--- src/hw/rtl/vec4_normalize_macros.svh ---
// Assertion macros for the vector normalisation RTL.
`ifndef VEC4_NORMALIZE_MACROS_SVH
`define VEC4_NORMALIZE_MACROS_SVH
`ifndef SYNTH
`define VN_ASSERT_NOW(lbl, clk, rstn, ante, cons, msg) \
    lbl: assert property (@(posedge clk) disable iff (!rstn) (ante) |-> (cons)) \
        else $error(msg);
`define VN_ASSERT_NXT(lbl, clk, rstn, ante, cons, msg) \
    lbl: assert property (@(posedge clk) disable iff (!rstn) (ante) |=> (cons)) \
        else $error(msg);
`else
`define VN_ASSERT_NOW(lbl, clk, rstn, ante, cons, msg)
`define VN_ASSERT_NXT(lbl, clk, rstn, ante, cons, msg)
`endif
`endif

--- src/hw/rtl/vn_pkg.sv ---
// Types and constants shared by the vector normalisation pipeline.
package vn_pkg;

    localparam int COMP_W = 16;
    localparam int NUM_LANES = 4;
    localparam int SQ_W = 31;
    localparam int SUM_W = 33;
    localparam int ROOT_W = 17;
    localparam int QUO_W = 15;

    typedef struct packed {
        logic signed [COMP_W-1:0] comp_x;
        logic signed [COMP_W-1:0] comp_y;
        logic signed [COMP_W-1:0] comp_z;
        logic signed [COMP_W-1:0] comp_w;
    } in_word_t;

    typedef struct packed {
        logic signed [COMP_W-1:0] unit_x;
        logic signed [COMP_W-1:0] unit_y;
        logic signed [COMP_W-1:0] unit_z;
        logic signed [COMP_W-1:0] unit_w;
        logic [ROOT_W-1:0]        magnitude;
        logic                     zero_vector;
    } out_word_t;

    typedef struct packed {
        logic              neg;
        logic [COMP_W-1:0] abs_val;
    } lane_t;

    typedef lane_t [NUM_LANES-1:0] lanes_t;

endpackage

--- src/hw/rtl/vn_sqrt.sv ---
// Pipelined floor square root, one result bit per stage, carrying the lane data alongside.
module vn_sqrt (
    input  logic                        aclk,
    input  logic                        aresetn,
    input  logic                        en,
    input  logic                        in_valid,
    input  logic [vn_pkg::SUM_W-1:0]    in_sum,
    input  vn_pkg::lanes_t              in_lanes,
    output logic                        out_valid,
    output logic [vn_pkg::ROOT_W-1:0]   out_root,
    output vn_pkg::lanes_t              out_lanes
);
    import vn_pkg::*;

    localparam int TW = SUM_W + 1;

    logic              vld_reg   [ROOT_W];
    logic [SUM_W-1:0]  rem_reg   [ROOT_W];
    logic [ROOT_W-1:0] root_reg  [ROOT_W];
    lanes_t            lanes_reg [ROOT_W];

    genvar s;
    generate
        for (s = 0; s < ROOT_W; s++) begin : g_stage
            localparam int K = ROOT_W - 1 - s;
            logic              vld_in;
            logic [SUM_W-1:0]  rem_in;
            logic [ROOT_W-1:0] root_in;
            lanes_t            lanes_in;
            logic [TW-1:0]     trial;
            logic              take;
            logic [SUM_W-1:0]  rem_next;
            logic [ROOT_W-1:0] root_next;

            if (s == 0) begin : g_first
                assign vld_in   = in_valid;
                assign rem_in   = in_sum;
                assign root_in  = '0;
                assign lanes_in = in_lanes;
            end else begin : g_rest
                assign vld_in   = vld_reg[s-1];
                assign rem_in   = rem_reg[s-1];
                assign root_in  = root_reg[s-1];
                assign lanes_in = lanes_reg[s-1];
            end

            // Adding bit K to the root grows its square by root*2^(K+1) + 2^(2K).
            assign trial     = (TW'(root_in) << (K + 1)) + (TW'(1) << (2 * K));
            assign take      = TW'(rem_in) >= trial;
            assign rem_next  = take ? (rem_in - trial[SUM_W-1:0]) : rem_in;
            assign root_next = root_in | (ROOT_W'(take) << K);

            always_ff @(posedge aclk) begin
                if (!aresetn) begin
                    vld_reg[s] <= 1'b0;
                end else if (en) begin
                    vld_reg[s] <= vld_in;
                end
            end

            always_ff @(posedge aclk) begin
                if (en) begin
                    rem_reg[s]   <= rem_next;
                    root_reg[s]  <= root_next;
                    lanes_reg[s] <= lanes_in;
                end
            end
        end
    endgenerate

    assign out_valid = vld_reg[ROOT_W-1];
    assign out_root  = root_reg[ROOT_W-1];
    assign out_lanes = lanes_reg[ROOT_W-1];

endmodule

--- config.mk ---
export PLATFORM = sky130hd
export DESIGN_NAME = vn_sqrt
export DESIGN_NICKNAME = d
export VERILOG_FILES = /design/src/hw/rtl/vec4_normalize_macros.svh /design/src/hw/rtl/vn_pkg.sv /design/src/hw/rtl/vn_sqrt.sv
export SDC_FILE = /design/constraint.sdc
export NUM_CORES = 2
export LEC_CHECK = 0
export BUFFER_PORTS_ARGS = -buffer_cell sky130_fd_sc_hd__buf_4
export CORE_UTILIZATION = 66
export CTS_CLUSTER_DIAMETER = 40
export CTS_CLUSTER_SIZE = 30
export DETAILED_ROUTE_END_ITERATION = 6
export PLACE_DENSITY = 0.89
export SLEW_MARGIN = 30
export SYNTH_ARGS = -nofsm -noshare
export SYNTH_HDL_FRONTEND = slang
export SYNTH_SLANG_ARGS = --single-unit
--- constraint.sdc ---
create_clock -name aclk -period 7.1 [get_ports aclk]
set_input_delay 0.71 -clock aclk [delete_from_list [all_inputs] [get_ports aclk]]
set_output_delay 0.71 -clock aclk [all_outputs]
set_load 0.01 [all_outputs]
==> flow_summary.ini <==
[timing]
min_period_over_period = 0.5126
finalHoldViolations = 0
fmax_ghz = 0.2747
fin_setup_tns_ps = 0
fin_skew_ps = 41.33
hold_ws_ps = 102.8
rsz0062_at_grt = no
finalCriticalPeriod_ps = 3640
slew_viol_final = 0
worstMarginPinSlew_ps = 1012
finalSetupViolCount = 0
relSlewSlack = 0.3253

[run]
maxCapViolCount = 0

[worst_setup_path]
worstPathArrival_ps = 4120
r2r_slack_ps = 3460
crit_required_ps = 7580
reg2reg_from = rem_reg[0][435]$_DFFE_PP_
critPathMaxFanout = 7
reg2reg_depth = 8
critPathLaunchType = flop
end_kind = flop
r2r-end = rem_reg[0][494]$_DFFE_PP_
critical_path_class = reg2reg

[yosys]
synth.most_common_cell = edfxtp_1
yosysTopAreaCell = edfxtp_1
syn_nets = 3932
syn_avg_cell_area_um2 = 18.44
synth_cells = 3660
ys_seq_area_frac = 0.8250
ys_async_sr_fraction = 0
synth-edff-count = 1853
ys_ff_latch = 1854
syn_area_um2 = 67470
yosysUniqueCellTypes = 85
synth_flop_cell = edfxtp_1
synth_top_area_frac = 0.8247
yosys-top-cells-area = edfxtp_1, ha_1, xor2_1
ys_warn_count = 0
synthTopCellsByCount = edfxtp_1, inv_1, nor2_1

[cts]
cts_max_level = 4
cts_resized = 0
cts-root-buf = clkbuf_16
numClockSinks = 1854
cts-buffers-inserted = 170
clk_latency_ps = 770
clock_path_buffers = 3
clk_pin_slew_ps = 100
cts_hold_buf = 0
cts_setup_buffers = 0
cts_tree = yes

[floorplanning]
die_x_um = 321.7
fp.coreArea_um2 = 100700
fp.dieH_um = 321.7
rows = 116
io_pins = 191
start_util = 0.6699
dieArea_um2 = 103500

[final_layout]
drive_above_1_share = 0.1403
largest_reg_flops = 1156
fin_nets = 4277
final_util = 0.7617
area_delta_synth_final_pct = 13.70
design_area_um2 = 76720

[global_route]
grtUsageTotal = 0.2096
grt_max_degree = 204
grt_pass1_wl_um = 166800
antenna_found_initial = 1
grt_remaining_overflow = 0
grt_pass1_vias = 31590

[power_and_ir_drop]
leakagePower_uw = 0.02771
design_power_total_uw = 25350
powerDensity_nw_per_um2 = 330.4
ir_worst_vdd_mv = 0.3571

[min_path]
worstHoldStart = in_lanes[32]
min_to = lanes_reg[0][32]$_DFFE_PP_
hp-class = in2reg
hold_depth = 1

[placement]
dpl_cell_area_um2 = 70700
gp_congestion = 0.9018
detailed_place_hpwl_um = 64250
io_buffers = 190

[route]
avgViaCountPerCell = 5.646
detail-route-antenna-nets = 0
via_count = 31090
wl_per_cell_um = 19.31
drt_iter0_drc = 2349
remaining_drc_errors = 1
routed_wirelength_um = 106300
firstDrtPassIters = 7

[status]
violations = design-rule violations
status = finished with violations
## logic make-up (layout without fill, tap and decap cells)
kind of cell / Yosys count / in the layout / synth area share
mux: 29 / 29 / 0.004710
flops: 1854 / 1854 / 0.8250
xor+xnor: 205 / 205 / 0.02672
fa+ha+maj: 167 / 167 / 0.03108
other cells: 1 / 2 / 0.00005558
compound gates: 456 / 456 / 0.04293
simple gates: 706 / 706 / 0.05541
buf+inv: 242 / 730 / 0.01415
## layout make-up
class	instances	area, µm²
Timing Repair Buffer	216	1782
Clock buffer	179	4373
Antenna cell	1	2.502
Fill cell	5444	24010
Multi-Input combinational cell	1564	10870
Clock inverter	136	1584
Sequential cell	1854	55660
Tap cell	1357	1698
Inverter	199	747.0
## per-layer routing
layer	wire [µm]	GRT usage	up-vias
met2	58320	0.3896	855
met4	4053	0.09291	0
met1	39570	0.2356	15120
met3	4372	0.03527	260
li1	-	-	14860
met5	0	0	-
## where the power goes
group          switching [µW]  leakage, µW  internal, µW
combinational            1300      0.00683           919
sequential                497       0.0180         13200
clock                    4320      0.00285          5130
total                    6120       0.0277         19200
## through the flow
stage / setup slack (ps) / cells
after global placement: 3423 / 5188
final: 3460 / 5506
after CTS: 3356 / 5503
after floorplan: 4090 / 3660
after detailed placement: 3365 / 5188
after global routing: 3342 / 5506
## worst max path at each step
stage                              startpoint                   endpoint  depth (start not counted)
floorplan           rem_reg[0][440]$_DFFE_PP_  rem_reg[0][494]$_DFFE_PP_                         10
global route        rem_reg[0][435]$_DFFE_PP_  rem_reg[0][494]$_DFFE_PP_                          8
detailed placement  rem_reg[0][347]$_DFFE_PP_  rem_reg[0][382]$_DFFE_PP_                          9
global placement    rem_reg[0][347]$_DFFE_PP_  rem_reg[0][382]$_DFFE_PP_                          9
finish              rem_reg[0][435]$_DFFE_PP_  rem_reg[0][494]$_DFFE_PP_                          8
CTS                 rem_reg[0][352]$_DFFE_PP_  rem_reg[0][382]$_DFFE_PP_                          9
## critical path: stages (launching register included)
cell	delay, ps
edfxtp_1	410
ha_1	380
nor2b_1	180
o31a_1	280
o311ai_0	640
a21oi_1	200
or4b_1	670
or4_4	480
xnor2_2	140
## placed cells by master (no fill, tap or decap), types with 29 or more instances in the layout
cell	count
edfxtp_1	1853
buf_4	205
inv_1	197
nor2_1	175
clkbuf_16	174
ha_1	166
a21oi_1	139
nand2_1	135
xor2_1	103
o21ai_0	101
xnor2_1	101
nor4_1	74
nor3_1	58
a21o_1	45
nand4_1	35
nand2b_1	34
inv_6	30
nand3_1	29
Note: power is estimated with default switching activity, not from simulation.
