$ cat src/hw/rtl/vec4_normalize_macros.svh
// Assertion macros for the vector normalisation RTL.
`ifndef VEC4_NORMALIZE_MACROS_SVH
`define VEC4_NORMALIZE_MACROS_SVH
`ifndef SYNTH
`define VN_ASSERT_NOW(lbl, clk, rstn, ante, cons, msg) \
    lbl: assert property (@(posedge clk) disable iff (!rstn) (ante) |-> (cons)) \
        else $error(msg);
`define VN_ASSERT_NXT(lbl, clk, rstn, ante, cons, msg) \
    lbl: assert property (@(posedge clk) disable iff (!rstn) (ante) |=> (cons)) \
        else $error(msg);
`else
`define VN_ASSERT_NOW(lbl, clk, rstn, ante, cons, msg)
`define VN_ASSERT_NXT(lbl, clk, rstn, ante, cons, msg)
`endif
`endif

$ cat src/hw/rtl/vn_pkg.sv
// Types and constants shared by the vector normalisation pipeline.
package vn_pkg;

    localparam int COMP_W = 16;
    localparam int NUM_LANES = 4;
    localparam int SQ_W = 31;
    localparam int SUM_W = 33;
    localparam int ROOT_W = 17;
    localparam int QUO_W = 15;

    typedef struct packed {
        logic signed [COMP_W-1:0] comp_x;
        logic signed [COMP_W-1:0] comp_y;
        logic signed [COMP_W-1:0] comp_z;
        logic signed [COMP_W-1:0] comp_w;
    } in_word_t;

    typedef struct packed {
        logic signed [COMP_W-1:0] unit_x;
        logic signed [COMP_W-1:0] unit_y;
        logic signed [COMP_W-1:0] unit_z;
        logic signed [COMP_W-1:0] unit_w;
        logic [ROOT_W-1:0]        magnitude;
        logic                     zero_vector;
    } out_word_t;

    typedef struct packed {
        logic              neg;
        logic [COMP_W-1:0] abs_val;
    } lane_t;

    typedef lane_t [NUM_LANES-1:0] lanes_t;

endpackage

$ cat src/hw/rtl/vn_div_lane.sv
// One divider lane: restoring division of a component size by the length, one quotient bit a stage.
module vn_div_lane (
    input  logic                        aclk,
    input  logic                        aresetn,
    input  logic                        en,
    input  logic                        in_valid,
    input  vn_pkg::lane_t               in_lane,
    input  logic [vn_pkg::ROOT_W-1:0]   in_mag,
    output logic                        out_valid,
    output logic                        out_neg,
    output logic [vn_pkg::QUO_W-1:0]    out_quo,
    output logic [vn_pkg::ROOT_W-1:0]   out_mag
);
    import vn_pkg::*;

    logic              vld_reg [QUO_W];
    logic              neg_reg [QUO_W];
    logic [ROOT_W-1:0] rem_reg [QUO_W];
    logic [QUO_W-1:0]  quo_reg [QUO_W];
    logic [ROOT_W-1:0] mag_reg [QUO_W];

    genvar s;
    generate
        for (s = 0; s < QUO_W; s++) begin : g_stage
            localparam int K = QUO_W - 1 - s;
            logic              vld_in;
            logic              neg_in;
            logic [ROOT_W-1:0] rem_in;
            logic [QUO_W-1:0]  quo_in;
            logic [ROOT_W-1:0] mag_in;
            logic [ROOT_W:0]   shifted;
            logic              take;
            logic [ROOT_W-1:0] rem_next;
            logic [QUO_W-1:0]  quo_next;

            if (s == 0) begin : g_first
                // The component never exceeds the length, so the integer bit comes first.
                assign vld_in  = in_valid;
                assign neg_in  = in_lane.neg;
                assign rem_in  = ROOT_W'(in_lane.abs_val);
                assign quo_in  = '0;
                assign mag_in  = in_mag;
                assign shifted = (ROOT_W + 1)'(rem_in);
            end else begin : g_rest
                assign vld_in  = vld_reg[s-1];
                assign neg_in  = neg_reg[s-1];
                assign rem_in  = rem_reg[s-1];
                assign quo_in  = quo_reg[s-1];
                assign mag_in  = mag_reg[s-1];
                assign shifted = {rem_in, 1'b0};
            end

            assign take     = shifted >= (ROOT_W + 1)'(mag_in);
            assign rem_next = take ? ROOT_W'(shifted - (ROOT_W + 1)'(mag_in))
                                   : ROOT_W'(shifted);
            assign quo_next = quo_in | (QUO_W'(take) << K);

            always_ff @(posedge aclk) begin
                if (!aresetn) begin
                    vld_reg[s] <= 1'b0;
                end else if (en) begin
                    vld_reg[s] <= vld_in;
                end
            end

            always_ff @(posedge aclk) begin
                if (en) begin
                    neg_reg[s] <= neg_in;
                    rem_reg[s] <= rem_next;
                    quo_reg[s] <= quo_next;
                    mag_reg[s] <= mag_in;
                end
            end
        end
    endgenerate

    assign out_valid = vld_reg[QUO_W-1];
    assign out_neg   = neg_reg[QUO_W-1];
    assign out_quo   = quo_reg[QUO_W-1];
    assign out_mag   = mag_reg[QUO_W-1];

endmodule

$ cat config.mk
export PLATFORM = sky130hd
export DESIGN_NAME = vn_div_lane
export DESIGN_NICKNAME = d
export VERILOG_FILES = /design/src/hw/rtl/vec4_normalize_macros.svh /design/src/hw/rtl/vn_pkg.sv /design/src/hw/rtl/vn_div_lane.sv
export SDC_FILE = /design/constraint.sdc
export NUM_CORES = 1
export LEC_CHECK = 0
export BUFFER_PORTS_ARGS = -buffer_cell sky130_fd_sc_hd__buf_2
export CORE_ASPECT_RATIO = 0.7
export CORE_UTILIZATION = 50
export CTS_CLUSTER_DIAMETER = 120
export DETAILED_ROUTE_END_ITERATION = 7
export PLACE_DENSITY_LB_ADDON = 0.05
export SYNTH_ARGS = -nofsm -noshare
export SYNTH_HDL_FRONTEND = slang
export SYNTH_SLANG_ARGS = --single-unit
$ cat constraint.sdc
create_clock -name aclk -period 6.8 [get_ports aclk]
set_input_delay 2.04 -clock aclk [delete_from_list [all_inputs] [get_ports aclk]]
set_output_delay 2.04 -clock aclk [all_outputs]
set_load 0.02 [all_outputs]
==> flow_summary.json <==
{
  "run_status": "complete, no violations",
  "grt.overflow.total": 0,
  "drv_slew": 0,
  "rsz0062_at_grt": "no",
  "fillers": 5548,
  "crit_chain": "buf_2 > inv_1 > ha_1 > nand2_1 > or2_2 > o21bai_1 > o21bai_1 > o2111ai_1 > nand2_1 > o31ai_1 > a21oi_2 > mux2_2",
  "r2r_cells": 9,
  "cts_num_sinks": 643,
  "cp.arrival_ns": 5.28,
  "rr_endpoint": "rem_reg[0][104]",
  "largest_register_ffs": 255,
  "syn_to_final_growth_pct": 10.64,
  "cts_resized": 0,
  "syn_avg_cell_area_um2": 12.65,
  "htree_levels": 3,
  "setup_viol": 0,
  "cp-end-kind": "flip-flop",
  "worst_skew_pair.late_latency_ns": 0.62,
  "vias": 20580,
  "postSynthCellCount": 2689,
  "p_leak_uw": 0.01546,
  "finalPower_uw": 16770,
  "fin_crit_ns": 4.910,
  "syn_nets": 2994,
  "p_switching_uw": 5715,
  "fmax_ghz": 0.2037,
  "worstPathRequired_ns": 7.17,
  "initial_core_util_pct": 50.92,
  "power.density_nw_per_um2": 445.5,
  "drtIter0Drc": 1929,
  "async_flop_share_pct": 0,
  "cts_buffers": 68,
  "place.gp.congestion": 0.8977,
  "finalSetupTns_ns": 0,
  "fin_nets": 3120,
  "crit_type": "input port to flip-flop",
  "dp.cells": 3636,
  "core.rowCount": 79,
  "ant_nets": 0,
  "coreArea_um2": 66820,
  "synth_edf_count": 642,
  "cts_hold_buf": 0,
  "p_int_uw": 11060,
  "viasPerCell": 5.477,
  "hp-class": "flip-flop to flip-flop",
  "synthTopCellsByArea": "edfxtp_1, ha_1, mux2_2, inv_1, xnor2_1",
  "wl_um": 67520,
  "drc": 0,
  "yosysWarningCount": 0,
  "yosysUniqueCellTypes": 82,
  "start_kind": "input port",
  "drv_cap": 0,
  "r2r-start": "mag_reg[0][85]",
  "syn_area_um2": 34030,
  "dieHeight_um": 220.3,
  "fin_crit_sh_pct": 72.20,
  "die_w_um": 313.8,
  "yosysTopAreaCell": "edfxtp_1",
  "setup_slack_ns": 1.890,
  "io_pins": 72,
  "slowest_delay_ns": 0.88,
  "cts_max_path_buffers": 3,
  "synth_top_area_share_pct": 56.66,
  "grt_pass1_vias": 19390,
  "max-slew-margin-rel_pct": 15.64,
  "clkPwrFrac_pct": 21.6,
  "seq_area_frac_synth_pct": 56.72,
  "worst_pin_slew_ns": 1.265,
  "crit_end": "rem_reg[0][4]",
  "swShare_pct": 34.08,
  "seq_power_share_pct": 37.2,
  "instances_no_fill": 3757,
  "r2r_slack_ns": 2.74,
  "io_buffer_count": 71,
  "pwr-share-comb_pct": 41.2,
  "cpMaxStageDelayCell": "a21oi_2",
  "clockRootBuffer": "clkbuf_16",
  "track_usage_pct": 19.80,
  "grt_pass1_wl_um": 107600,
  "finalClockSkew_ns": 0.01824,
  "post-cts-setup-buffers": 0,
  "cts_tree": "yes",
  "ys_ff_latch": 643,
  "first_pass_iters": 7,
  "cp-startpoint": "in_mag[8]",
  "crit_fanout": 18,
  "pre_cts_ws_ns": 1.391,
  "irDropWorstVdd_uv": 192.5,
  "antenna_found_initial": 1,
  "whs_path_depth": 0,
  "wire_per_inst_um": 17.97,
  "ys.flop_type": "edfxtp_1",
  "dp_hpwl_um": 49100,
  "drive_gt1_share_pct": 13.50,
  "grt_max_degree": 136,
  "hold_violations": 0,
  "die_area_um2": 69110,
  "clkTransAtPathRegs_ns": 0.06,
  "diodes": 0
}
## critical path: cells and delay by family
| family | cells | cell delay [ns] |
|---|---|---|
| adders and majority gates | 1 | 0.32 |
| buffers and inverters | 2 | 0.13 |
| muxes | 1 | 0.42 |
| and+or+nand+nor | 3 | 0.58 |
| AOI/OAI and AO/OA | 5 | 1.76 |
## synthesized netlist by cell type (10+ instances only)
master,instances
a211oi_1,14
a21boi_0,13
a21o_1,95
a21oi_1,116
a31oi_1,32
and2_1,12
and3_1,21
clkbuf_1,13
edfxtp_1,642
fa_1,14
ha_1,253
inv_1,307
mux2_2,153
mux2_4,13
mux2i_1,18
nand2_1,106
nand2b_1,34
nand3_1,23
nand4_1,32
nor2_1,159
nor2b_1,56
nor3_1,49
nor4_1,10
o21a_1,22
o21ai_0,129
o21ai_1,11
o21bai_1,10
o31ai_1,11
or2_2,10
or3_1,11
xnor2_1,96
xor2_1,82
## routing by layer
| metal | GRT usage [%] | vias up | part of all wire (%) |
|---|---|---|---|
| met5 | 0 | - | 0 |
| met4 | 4.927 | 0 | 1.8 |
| met1 | 33.77 | 9888 | 56 |
| met3 | 3.149 | 85 | 4.9 |
| met2 | 25.17 | 467 | 37 |
| li1 | - | 10140 | - |
## how the worst min path moves through the flow
stage / start / endpoint / slack [ns]
5_1_grt: quo_reg[1][51] / quo_reg[1][66] / 0.42
6_report: quo_reg[0][104] / quo_reg[0][119] / 0.41
4_1_cts: quo_reg[1][69] / quo_reg[1][84] / 0.42
3_5_place_dp: quo_reg[0][99] / quo_reg[0][114] / 0.40
2_1_floorplan: neg_reg[9] / neg_reg[10] / 0.40
3_3_place_gp: quo_reg[1][66] / quo_reg[1][81] / 0.40
## through the flow
stage	utilization [%]	hold slack, ns	instance area [µm²]
after global routing	56.34	0.4178	37640
after floorplan	-	0.4003	34030
after detailed placement	53.12	0.4045	35490
after global placement	53.12	0.4003	35490
final	56.34	0.4091	37640
after CTS	56.34	0.4152	37640
## final cells by class
type / instances / area (µm²) / share of cell area, %
Multi-Input combinational cell: 1712 / 13420 / 35.65
Inverter: 307 / 1152 / 3.061
Sequential cell: 643 / 19300 / 51.26
Clock inverter: 33 / 356.6 / 0.9473
Tap cell: 891 / 1115 / 2.961
Timing Repair Buffer: 83 / 505.5 / 1.343
Clock buffer: 88 / 1797 / 4.773
## placed cells by master (no fill, tap or decap), types with 21 or more instances in the layout
cell type	instances
a21o_1	95
a21oi_1	116
a31oi_1	32
and3_1	21
buf_2	70
clkbuf_16	68
edfxtp_1	642
ha_1	253
inv_1	307
mux2_2	153
nand2_1	106
nand2b_1	34
nand3_1	23
nand4_1	32
nor2_1	158
nor2b_1	56
nor3_1	49
o21a_1	22
o21ai_0	129
xnor2_1	96
xor2_1	82
## kinds of logic (layout without fill, tap and decap cells)
logic type / after synthesis / count (layout) / share of synthesized area [%]
AOI/OAI and AO/OA: 533 / 533 / 10.38
xor gates and xnor gates: 178 / 178 / 4.582
adders and majority gates: 267 / 267 / 10.13
buffers and inverters: 334 / 511 / 3.902
DFF: 643 / 643 / 56.72
muxes: 187 / 187 / 6.266
and+or+nand+nor: 547 / 547 / 8.028
## power by group through the flow
stage	sequential [µW]	combinational, µW	clock [µW]
floorplan	6090	5440	0
CTS	6260	6850	3730
global placement	6320	6620	0
finish	6250	6900	3620
global route	6350	7630	3880
detailed placement	6330	6790	0
(Power assumes the default switching activity.)
